<file path="config.mk">
export PLATFORM = sky130hd
export DESIGN_NAME = averaged_power_meter
export DESIGN_NICKNAME = d
export VERILOG_FILES = /design/src/hw/rtl/apm_pkg.sv /design/src/hw/rtl/apm_ring.sv /design/src/hw/rtl/apm_mul.sv /design/src/hw/rtl/apm_div.sv /design/src/hw/rtl/averaged_power_meter.sv
export VERILOG_INCLUDE_DIRS = /design/src /design/src/hw/rtl
export SDC_FILE = /design/constraint.sdc
export NUM_CORES = 1
export LEC_CHECK = 0
export ABC_AREA = 1
export ABC_CLOCK_PERIOD_IN_PS = 18700
export BUFFER_PORTS_ARGS = -buffer_cell sky130_fd_sc_hd__clkbuf_2
export CAP_MARGIN = 20
export CORE_ASPECT_RATIO = 1.2
export CORE_UTILIZATION = 60
export CTS_CLUSTER_SIZE = 12
export DETAILED_ROUTE_END_ITERATION = 16
export GPL_ROUTABILITY_DRIVEN = 0
export HOLD_SLACK_MARGIN = 0.1
export MAX_ROUTING_LAYER = met4
export PLACE_DENSITY = 0.78
export SKIP_LAST_GASP = 1
export SLEW_MARGIN = 30
export SYNTH_ARGS = -nofsm -noshare
export SYNTH_HDL_FRONTEND = slang
export SYNTH_HIERARCHICAL = 1
export SYNTH_SLANG_ARGS = --single-unit
</file>
<file path="constraint.sdc">
create_clock -name clk -period 18.7 [get_ports clk]
set_clock_uncertainty 0.15 [all_clocks]
set_input_delay 2.805 -clock clk [delete_from_list [all_inputs] [get_ports clk]]
set_output_delay 2.805 -clock clk [all_outputs]
set_load 0.03 [all_outputs]
</file>
<file path="src/hw/rtl/averaged_power_meter_assert.svh">
// Assertion macros for the averaged power meter.
// Expect clk and rst to be in scope where a macro is used.
`ifndef AVERAGED_POWER_METER_ASSERT_SVH
`define AVERAGED_POWER_METER_ASSERT_SVH

// Same-cycle implication, off while in reset
`define APM_ASSERT_IMP(lbl, ante, cons) \
  lbl: assert property (@(posedge clk) disable iff (rst) (ante) |-> (cons)) \
    else $error("apm check failed (same cycle)");

// Next-cycle implication, off while in reset
`define APM_ASSERT_NXT(lbl, ante, cons) \
  lbl: assert property (@(posedge clk) disable iff (rst) (ante) |=> (cons)) \
    else $error("apm check failed (next cycle)");

`endif

</file>
<file path="src/hw/rtl/apm_pkg.sv">
// Shared constants for the averaged power meter: window, widths, divisor,
// register indexes and pass codes. No dependencies.
package apm_pkg;

  localparam int WINDOW         = 10;
  localparam int ADC_FULL_SCALE = 4096;

  localparam int SAMPLE_W = 12;
  localparam int SUM_W    = 16;
  localparam int SLOT_W   = (WINDOW > 1) ? $clog2(WINDOW) : 1;

  localparam int OPND_W    = 16;
  localparam int PROD_W    = 2 * OPND_W;
  localparam int MUL_CNT_W = $clog2(OPND_W);
  localparam int DIV_CNT_W = $clog2(PROD_W);

  localparam int DEN    = WINDOW * ADC_FULL_SCALE;
  localparam int DVSR_W = ($clog2(DEN + 1) > OPND_W) ? $clog2(DEN + 1) : OPND_W;
  localparam int MILLI  = 1000;

  localparam int CFG_W     = 16;
  localparam int CFG_IDX_W = 2;

  localparam logic [CFG_IDX_W-1:0] REG_VFS   = 2'd0;
  localparam logic [CFG_IDX_W-1:0] REG_ILOW  = 2'd1;
  localparam logic [CFG_IDX_W-1:0] REG_IHIGH = 2'd2;

  localparam logic [15:0] VFS_RESET   = 16'd25000;
  localparam logic [15:0] ILOW_RESET  = 16'hEC78;  // -5000
  localparam logic [14:0] IHIGH_RESET = 15'd5000;

  // Multiply-divide passes of one item
  localparam logic [1:0] STEP_VOLT  = 2'd0;
  localparam logic [1:0] STEP_AMP   = 2'd1;
  localparam logic [1:0] STEP_POWER = 2'd2;
  localparam logic [1:0] STEP_RES   = 2'd3;

endpackage

</file>
<file path="src/hw/rtl/apm_ring.sv">
// Sample rings and running window sums for both channels.
// Depends on apm_pkg.
module apm_ring import apm_pkg::*; (
  input  logic                clk,
  input  logic                rst,
  input  logic                push,
  input  logic [SAMPLE_W-1:0] volt_in,
  input  logic [SAMPLE_W-1:0] amp_in,
  output logic [SUM_W-1:0]    volt_sum,
  output logic [SUM_W-1:0]    amp_sum
);

  logic [SAMPLE_W-1:0] volt_ring [WINDOW];
  logic [SAMPLE_W-1:0] amp_ring  [WINDOW];
  logic [SLOT_W-1:0]   slot;

  always_ff @(posedge clk) begin
    if (rst) begin
      for (int i = 0; i < WINDOW; i++) begin
        volt_ring[i] <= '0;
        amp_ring[i]  <= '0;
      end
      slot     <= '0;
      volt_sum <= '0;
      amp_sum  <= '0;
    end else if (push) begin
      // drop the oldest sample, add the newest
      volt_sum <= volt_sum - SUM_W'(volt_ring[slot]) + SUM_W'(volt_in);
      amp_sum  <= amp_sum - SUM_W'(amp_ring[slot]) + SUM_W'(amp_in);
      volt_ring[slot] <= volt_in;
      amp_ring[slot]  <= amp_in;
      slot <= (slot == SLOT_W'(WINDOW - 1)) ? '0 : slot + 1'b1;
    end
  end

endmodule

</file>
<file path="src/hw/rtl/apm_mul.sv">
// Bit-serial shift-add multiplier, one multiplier bit per cycle.
// Depends on apm_pkg.
module apm_mul import apm_pkg::*; (
  input  logic              clk,
  input  logic              rst,
  input  logic              start,
  input  logic [OPND_W-1:0] a,
  input  logic [OPND_W-1:0] b,
  output logic              done,
  output logic [PROD_W-1:0] prod
);

  logic                 busy;
  logic [MUL_CNT_W-1:0] cnt;
  logic [OPND_W-1:0]    mcand;
  logic [PROD_W-1:0]    p;
  logic [OPND_W:0]      part;

  // upper half plus multiplicand when the low bit is set
  assign part = {1'b0, p[PROD_W-1:OPND_W]} + (p[0] ? {1'b0, mcand} : '0);

  always_ff @(posedge clk) begin
    if (rst) begin
      busy <= 1'b0;
      cnt  <= '0;
    end else if (start) begin
      busy <= 1'b1;
      cnt  <= MUL_CNT_W'(OPND_W - 1);
    end else if (busy) begin
      if (cnt == '0) begin
        busy <= 1'b0;
      end
      cnt <= cnt - 1'b1;
    end
  end

  always_ff @(posedge clk) begin
    if (start) begin
      mcand <= a;
      p     <= {OPND_W'(0), b};
    end else if (busy) begin
      p <= {part, p[OPND_W-1:1]};
    end
  end

  assign done = busy && (cnt == '0);
  assign prod = p;

endmodule

</file>
<file path="src/hw/rtl/apm_div.sv">
// Restoring divider, one quotient bit per cycle.
// Depends on apm_pkg.
module apm_div import apm_pkg::*; (
  input  logic              clk,
  input  logic              rst,
  input  logic              start,
  input  logic [PROD_W-1:0] dividend,
  input  logic [DVSR_W-1:0] divisor,
  output logic              done,
  output logic [PROD_W-1:0] quo,
  output logic [DVSR_W-1:0] rem
);

  logic                 busy;
  logic [DIV_CNT_W-1:0] cnt;
  logic [DVSR_W-1:0]    d;
  logic [PROD_W-1:0]    q;
  logic [DVSR_W-1:0]    r;
  logic [DVSR_W:0]      shifted;
  logic [DVSR_W+1:0]    diff;
  logic                 borrow;

  assign shifted = {r, q[PROD_W-1]};
  assign diff    = {1'b0, shifted} - {2'b00, d};
  assign borrow  = diff[DVSR_W+1];

  always_ff @(posedge clk) begin
    if (rst) begin
      busy <= 1'b0;
      cnt  <= '0;
    end else if (start) begin
      busy <= 1'b1;
      cnt  <= DIV_CNT_W'(PROD_W - 1);
    end else if (busy) begin
      if (cnt == '0) begin
        busy <= 1'b0;
      end
      cnt <= cnt - 1'b1;
    end
  end

  always_ff @(posedge clk) begin
    if (start) begin
      q <= dividend;
      r <= '0;
      d <= divisor;
    end else if (busy) begin
      // keep the trial difference only when it does not borrow
      r <= borrow ? shifted[DVSR_W-1:0] : diff[DVSR_W-1:0];
      q <= {q[PROD_W-2:0], ~borrow};
    end
  end

  assign done = busy && (cnt == '0);
  assign quo  = q;
  assign rem  = r;

endmodule

</file>
<file path="src/hw/rtl/averaged_power_meter.sv">
// Averaged power meter top level: config registers, pass sequencer, result register.
// Depends on apm_pkg, apm_ring, apm_mul, apm_div and averaged_power_meter_assert.svh.
//
//  channel | handshake          | beat carries
//  --------+--------------------+----------------------------------------------
//  in      | in_valid/in_ready  | volt_sample, amp_sample
//  out     | out_valid/out_ready| window sums, volt_mv, amp_ma, power_mw, resistance
//  cfg     | cfg_we             | cfg_index, cfg_data
//
// An item runs from its in beat to its result as four passes of the shared serial
// multiplier and serial divider, each pass stepping MSTART, MWAIT, DSTART, DWAIT
// and STORE, then LOAD. The next in beat is taken only back in IDLE, after the
// load, so one item is in work at a time.
// in_ready is high only while the sequencer is idle; the result register holds a beat
// while the next item is computed, and the load waits for it to be taken.
// Synchronous reset clears the rings, sums, state and out_valid; config gets defaults.
`include "averaged_power_meter_assert.svh"

module averaged_power_meter import apm_pkg::*; (
  input  logic                 clk,
  input  logic                 rst,
  input  logic                 in_valid,
  output logic                 in_ready,
  input  logic [SAMPLE_W-1:0]  volt_sample,
  input  logic [SAMPLE_W-1:0]  amp_sample,
  output logic                 out_valid,
  input  logic                 out_ready,
  output logic [SUM_W-1:0]     volt_window_sum,
  output logic [SUM_W-1:0]     amp_window_sum,
  output logic [15:0]          volt_mv,
  output logic signed [15:0]   amp_ma,
  output logic signed [22:0]   power_mw,
  output logic [25:0]          resistance_mohm,
  input  logic                 cfg_we,
  input  logic [CFG_IDX_W-1:0] cfg_index,
  input  logic [CFG_W-1:0]     cfg_data
);

  localparam logic [2:0] ST_IDLE   = 3'd0;
  localparam logic [2:0] ST_MSTART = 3'd1;
  localparam logic [2:0] ST_MWAIT  = 3'd2;
  localparam logic [2:0] ST_DSTART = 3'd3;
  localparam logic [2:0] ST_DWAIT  = 3'd4;
  localparam logic [2:0] ST_STORE  = 3'd5;
  localparam logic [2:0] ST_LOAD   = 3'd6;

  localparam logic signed [34:0] AMP_MAX = 35'sd32767;
  localparam logic signed [34:0] AMP_MIN = -35'sd32768;

  logic [2:0] state, state_next;
  logic [1:0] step;

  logic [15:0]        vfs_mv;
  logic signed [15:0] ilow_ma;
  logic [14:0]        ihigh_ma;

  logic               in_accept;
  logic               out_load;
  logic [SUM_W-1:0]   volt_sum, amp_sum;

  logic [15:0]        vmv;
  logic signed [15:0] ama;
  logic [22:0]        pmw;
  logic [25:0]        rmo;

  logic [17:0]        span, span_abs;
  logic               span_neg;
  logic [15:0]        ama_mag;
  logic               ama_neg, ama_pos;

  logic               mul_start, mul_done;
  logic [OPND_W-1:0]  mul_a, mul_b;
  logic [PROD_W-1:0]  prod;
  logic               div_start, div_done;
  logic [DVSR_W-1:0]  divisor;
  logic [PROD_W-1:0]  quo;
  logic [DVSR_W-1:0]  rem;

  logic [33:0]        q_ext, qf;
  logic signed [34:0] amp_full;
  logic [15:0]        vmv_next;
  logic signed [15:0] ama_next;
  logic [22:0]        pmw_next;

  // ---------------- configuration registers
  always_ff @(posedge clk) begin
    if (rst) begin
      vfs_mv   <= VFS_RESET;
      ilow_ma  <= ILOW_RESET;
      ihigh_ma <= IHIGH_RESET;
    end else if (cfg_we) begin
      unique case (cfg_index)
        REG_VFS:   vfs_mv   <= cfg_data;
        REG_ILOW:  ilow_ma  <= cfg_data;
        REG_IHIGH: ihigh_ma <= cfg_data[14:0];
        default:   ;
      endcase
    end
  end

  // ---------------- datapath units
  assign in_ready  = (state == ST_IDLE);
  assign in_accept = in_valid && in_ready;

  apm_ring u_ring (
    .clk      (clk),
    .rst      (rst),
    .push     (in_accept),
    .volt_in  (volt_sample),
    .amp_in   (amp_sample),
    .volt_sum (volt_sum),
    .amp_sum  (amp_sum)
  );

  apm_mul u_mul (
    .clk   (clk),
    .rst   (rst),
    .start (mul_start),
    .a     (mul_a),
    .b     (mul_b),
    .done  (mul_done),
    .prod  (prod)
  );

  apm_div u_div (
    .clk      (clk),
    .rst      (rst),
    .start    (div_start),
    .dividend (prod),
    .divisor  (divisor),
    .done     (div_done),
    .quo      (quo),
    .rem      (rem)
  );

  assign mul_start = (state == ST_MSTART);
  assign div_start = (state == ST_DSTART);

  // current span may be negative; multiply magnitudes and fix the sign after
  assign span     = {3'b000, ihigh_ma} - {{2{ilow_ma[15]}}, ilow_ma};
  assign span_neg = span[17];
  assign span_abs = span_neg ? (18'd0 - span) : span;

  assign ama_neg = ama[15];
  assign ama_pos = !ama[15] && (ama != 16'sd0);
  assign ama_mag = ama_neg ? (16'd0 - ama) : ama;

  always_comb begin
    unique case (step)
      STEP_VOLT: begin
        mul_a   = volt_sum;
        mul_b   = vfs_mv;
        divisor = DVSR_W'(DEN);
      end
      STEP_AMP: begin
        mul_a   = amp_sum;
        mul_b   = span_abs[15:0];
        divisor = DVSR_W'(DEN);
      end
      STEP_POWER: begin
        mul_a   = vmv;
        mul_b   = ama_mag;
        divisor = DVSR_W'(MILLI);
      end
      default: begin
        mul_a   = vmv;
        mul_b   = OPND_W'(MILLI);
        divisor = DVSR_W'(ama_mag);
      end
    endcase
  end

  // ---------------- per-pass result shaping
  assign vmv_next = (|quo[PROD_W-1:16]) ? 16'hFFFF : quo[15:0];

  // floor toward minus infinity for a negative span, then offset and clamp
  assign q_ext    = {2'b00, quo};
  assign qf       = span_neg ? (34'd0 - q_ext - {33'd0, |rem}) : q_ext;
  assign amp_full = $signed({qf[33], qf}) + $signed({{19{ilow_ma[15]}}, ilow_ma});

  always_comb begin
    priority if (amp_full > AMP_MAX) begin
      ama_next = 16'sh7FFF;
    end else if (amp_full < AMP_MIN) begin
      ama_next = 16'sh8000;
    end else begin
      ama_next = amp_full[15:0];
    end
  end

  assign pmw_next = ama_neg ? (23'd0 - quo[22:0]) : quo[22:0];

  always_ff @(posedge clk) begin
    if (state == ST_STORE) begin
      unique case (step)
        STEP_VOLT:  vmv <= vmv_next;
        STEP_AMP:   ama <= ama_next;
        STEP_POWER: pmw <= pmw_next;
        default:    rmo <= ama_pos ? quo[25:0] : 26'd0;
      endcase
    end
  end

  // ---------------- sequencer
  always_comb begin
    state_next = state;
    unique case (state)
      ST_IDLE:   if (in_accept) state_next = ST_MSTART;
      ST_MSTART: state_next = ST_MWAIT;
      ST_MWAIT:  if (mul_done) state_next = ST_DSTART;
      ST_DSTART: state_next = ST_DWAIT;
      ST_DWAIT:  if (div_done) state_next = ST_STORE;
      ST_STORE:  state_next = (step == STEP_RES) ? ST_LOAD : ST_MSTART;
      ST_LOAD:   if (out_load) state_next = ST_IDLE;
      default:   state_next = ST_IDLE;
    endcase
  end

  always_ff @(posedge clk) begin
    if (rst) begin
      state <= ST_IDLE;
      step  <= STEP_VOLT;
    end else begin
      state <= state_next;
      if (in_accept) begin
        step <= STEP_VOLT;
      end else if (state == ST_STORE) begin
        step <= step + 1'b1;
      end
    end
  end

  // ---------------- result register
  assign out_load = (state == ST_LOAD) && (!out_valid || out_ready);

  always_ff @(posedge clk) begin
    if (rst) begin
      out_valid <= 1'b0;
    end else if (out_load) begin
      out_valid <= 1'b1;
    end else if (out_ready) begin
      out_valid <= 1'b0;
    end
  end

  always_ff @(posedge clk) begin
    if (out_load) begin
      volt_window_sum <= volt_sum;
      amp_window_sum  <= amp_sum;
      volt_mv         <= vmv;
      amp_ma          <= ama;
      power_mw        <= pmw;
      resistance_mohm <= rmo;
    end
  end

  // ---------------- checks
  `APM_ASSERT_NXT(a_accept_starts, in_accept, state == ST_MSTART && step == STEP_VOLT)
  `APM_ASSERT_IMP(a_mul_done_wait, mul_done, state == ST_MWAIT)
  `APM_ASSERT_IMP(a_div_done_wait, div_done, state == ST_DWAIT)
  `APM_ASSERT_NXT(a_load_shows, out_load, out_valid && state == ST_IDLE)
  `APM_ASSERT_IMP(a_res_zero, out_valid && (amp_ma[15] || amp_ma == 16'sd0),
                  resistance_mohm == 26'd0)

endmodule
</file>
==> impl_results.md <==
- Status: finished, final reports clean
- CTS tree: built
- Relative slew slack: 0.338
- Number of global-route vias before repair: 33,015
- Post-CTS sizing: 0
- Synth Area in Compound Gates: 0.0902
- Met2 Resource Use GR: 0.556
- Height of the die: 293 um
- Post-synthesis mux area share: 0.000943
- CTS Buf Count: 82
- DR vias: 34,710
- # nets final: 5,239
- First drt pass iteration count: 14
- Filler Cells Inserted: 5,495
- Busiest layer in global routing: met2
- Startpoint Class: flop
- PD cells: 123 nW/um2
- Final period utilization: 0.325
- Seq cells post-synth: 794
- Port-buffer cells: 161
- Vias/cell: 5.77
- CP max FO: 15
- Maximum clock insertion buffer count: 3
- Routed WL: 118,000 um
- Min-delay worst type: reg2reg
- Post-layout util: 0.668
- Clock transition at the registers of the reported paths: 0.07 ns
- Synth warnings: 6
- Wirelength per Cell: 19.6 um
- Top cells by area, synth: edfxtp_1 47%, nand2_1 10%, nor2_1 7.4%, dfxtp_1 6.4%, inv_1 5.4%
- Synth Area in XOR/XNOR: 0.0185
- Largest net degree at the start of global routing: 120
- Final hold vios: 0
- Worst-skew pair later-pin latency: 0.65 ns
- Post-CTS setup buffer count: 0
- Cts hold-fix bufs: 0
- F_max: 165 MHz
- Grt met1 use: 0.385
- Main combinational cell family by area after synthesis: simple AND/OR/NAND/NOR gates
- CTS Root Cell: clkbuf_16
- Number of H-tree levels: 3
- Maximum VDD drop: 0.141 mV
- DRC Markers: 0
- Worst hold slack: 0.260 ns
- Synth cell types: 63
- Unrepaired setup endpoints after global routing: false
- Mapped Area: 42,500 um2
- GRT Total Usage: 0.338
- Max-Cap Viols: 0
- Routed Antenna Nets: 0
- Die area: 71,800 um2
- CP max stage cell: edfxtp_1
- Max-slew violations: 0
- CTS sink cnt: 794
- CP arrival: 6.42 ns
- Final setup viols: 0
- Leak pwr: 19.7 nW
- Fin crit period: 6.07 ns
- Ports: 162
- Row cnt: 106
- Area Growth Syn to Fin: 9.96%
- Placed cells: 5,869
- Yosys top cell area share: 0.465
- Die X: 245 um
- Post-synth EDFFs: 658
- Setup_tns: 0 ns
- Simple-gate portion of the synthesized area: 0.236
- CP Class: reg2reg
- CP endpoint kind: flop
- Syn Nets: 5,123
- Worst path required time: 19.04 ns
- Initial Utilization: 0.608
- PnR worst setup slack: 12.63 ns
- DRT iter0 DRCs: 3,633
- Share of layout cells above drive strength 1: 0.0898
- Pre-CTS setup slack: 12.05 ns
- Global route overflow: 0
- First-pass GRT wire length: 181,000 um
- Area leader, netlist: edfxtp_1
- Syn_area_per_cell: 8.63 um2
- Post-route non-filler standard cell count: 6,019
- Slowest stage delay, CP: 0.52 ns
- Met3 Use GR: 0.0501
- Asr flop ratio synth: 0
- Sequential share of the synthesized area: 0.529
- Core Region: 69,900 um2
- Initial antenna violation count: 3
- Dpl hpwl: 83,100 um
- Post-synth top flop: edfxtp_1
- Post-Synthesis Cells: 4,919
- Most frequent CP cell: nand2_1
- Least-Margin Pin Slew: 0.993 ns
- Post-Synth Adder-Cell Area: 0.0512
-- power by group --
group / switching (mW) / leakage [nW] / internal, mW / total, mW
registers: 0.146 / 7.35 / 2.12 / 2.26
logic: 1.28 / 11.1 / 0.588 / 1.86
clock network: 0.692 / 1.27 / 0.931 / 1.62
total: 2.11 / 19.7 / 3.63 / 5.75
-- layout make-up --
| type | count | area, um2 | share of cell area |
|---|---|---|---|
| inverter | 625 | 2350 | 0.0503 |
| sequential | 794 | 22500 | 0.482 |
| clock inverter | 20 | 310 | 0.00664 |
| multi-input combinational | 3330 | 16900 | 0.363 |
| timing repair buffer | 202 | 1120 | 0.0240 |
| tap | 918 | 1150 | 0.0246 |
| clock buffer | 127 | 2320 | 0.0498 |
| antenna | 3 | 7.51 | 0.000161 |
-- flip-flops by register name, indices dropped and copies added (netlist names), 23 cells and up, named ones only --
register / count
u_ring/amp_ring: 192
u_ring/volt_ring: 192
u_div/quo: 32
u_mul/prod: 32
resistance_mohm: 26
rmo: 26
pmw: 23
power_mw: 23
-- logic make-up after synthesis --
family / Yosys count
and+or+nand+nor: 2406
buffers and inverters: 795
DFF: 794
AOI/OAI and AO/OA: 674
adders and majority gates: 157
xor gates and xnor gates: 89
muxes: 4
-- through the flow --
stage          instance area [um2]  power (mW)
2_1_floorplan                42500        3.63
3_3_place_gp                 44000        4.05
3_5_place_dp                 44000        4.10
4_1_cts                      46700        5.72
5_1_grt                      46700        6.09
6_report                     46700        5.75
-- critical path, delay by kind of cell, from the launching register on --
kind,cells,cell delay [ns]
flip-flops,1,0.52
AO/OA/AOI/OAI,4,0.98
AND/OR/NAND/NOR,23,3.13
adder cells (fa/ha/maj),2,0.72
buffers and inverters,3,0.37
-- path summary, 6_finish.rpt --
kind	startpoint	endpoint	slack [ns]	cells past startpoint
worst min-delay path	pmw[2]$_DFFE_PP_	power_mw[2]$_DFFE_PP_	0.26	0
worst max register to register	u_div/quo[0]$_DFFE_PP_	ama[1]$_SDFFCE_PN1P_	12.63	32
worst min register to register	pmw[2]$_DFFE_PP_	power_mw[2]$_DFFE_PP_	0.26	0
worst max-delay path	u_div/quo[0]$_DFFE_PP_	ama[1]$_SDFFCE_PN1P_	12.63	32
-- synth_stat cells, drive strengths merged, types with 6 or more instances --
master / instances
nand2: 1172
nor2: 858
edfxtp: 658
inv: 624
o21ai: 368
nand3: 253
dfxtp: 136
a21oi: 130
ha: 129
o211ai: 110
clkbuf: 106
buf: 64
xor2: 63
nor3: 43
nand4: 37
fa: 28
xnor2: 26
a22oi: 18
nand3b: 16
a31oi: 13
nor4: 10
o22ai: 9
or2: 9
o21bai: 8
and2: 6
-- cells in the final DEF (no fill, tap or decap), drive strengths merged, types with 4 or more instances in the layout --
cell / Yosys / layout
nor4: 10 / 10
nand3: 253 / 253
nor2: 858 / 858
ha: 129 / 129
o211ai: 110 / 110
o21bai: 8 / 8
dfxtp: 136 / 136
buf: 64 / 41
nand2: 1172 / 1172
a31oi: 13 / 13
clkbuf: 106 / 288
xnor2: 26 / 26
edfxtp: 658 / 658
xor2: 63 / 63
o21ai: 368 / 368
or2: 9 / 9
a21oi: 130 / 130
fa: 28 / 28
mux2i: 4 / 4
inv: 624 / 628
nand4: 37 / 37
a22oi: 18 / 18
nand3b: 16 / 16
clkinv: 1 / 12
and2: 6 / 6
bufinv: 0 / 5
o22ai: 9 / 9
nor3: 43 / 43
-- per-layer routing --
layer | vias up | routed length [um]
met5 | - | 0
met4 | 0 | 8270
met3 | 455 | 10200
li1 | 16408 | -
met2 | 1832 | 57200
met1 | 16015 | 42100
Note: power is estimated with default switching activity, not from simulation.
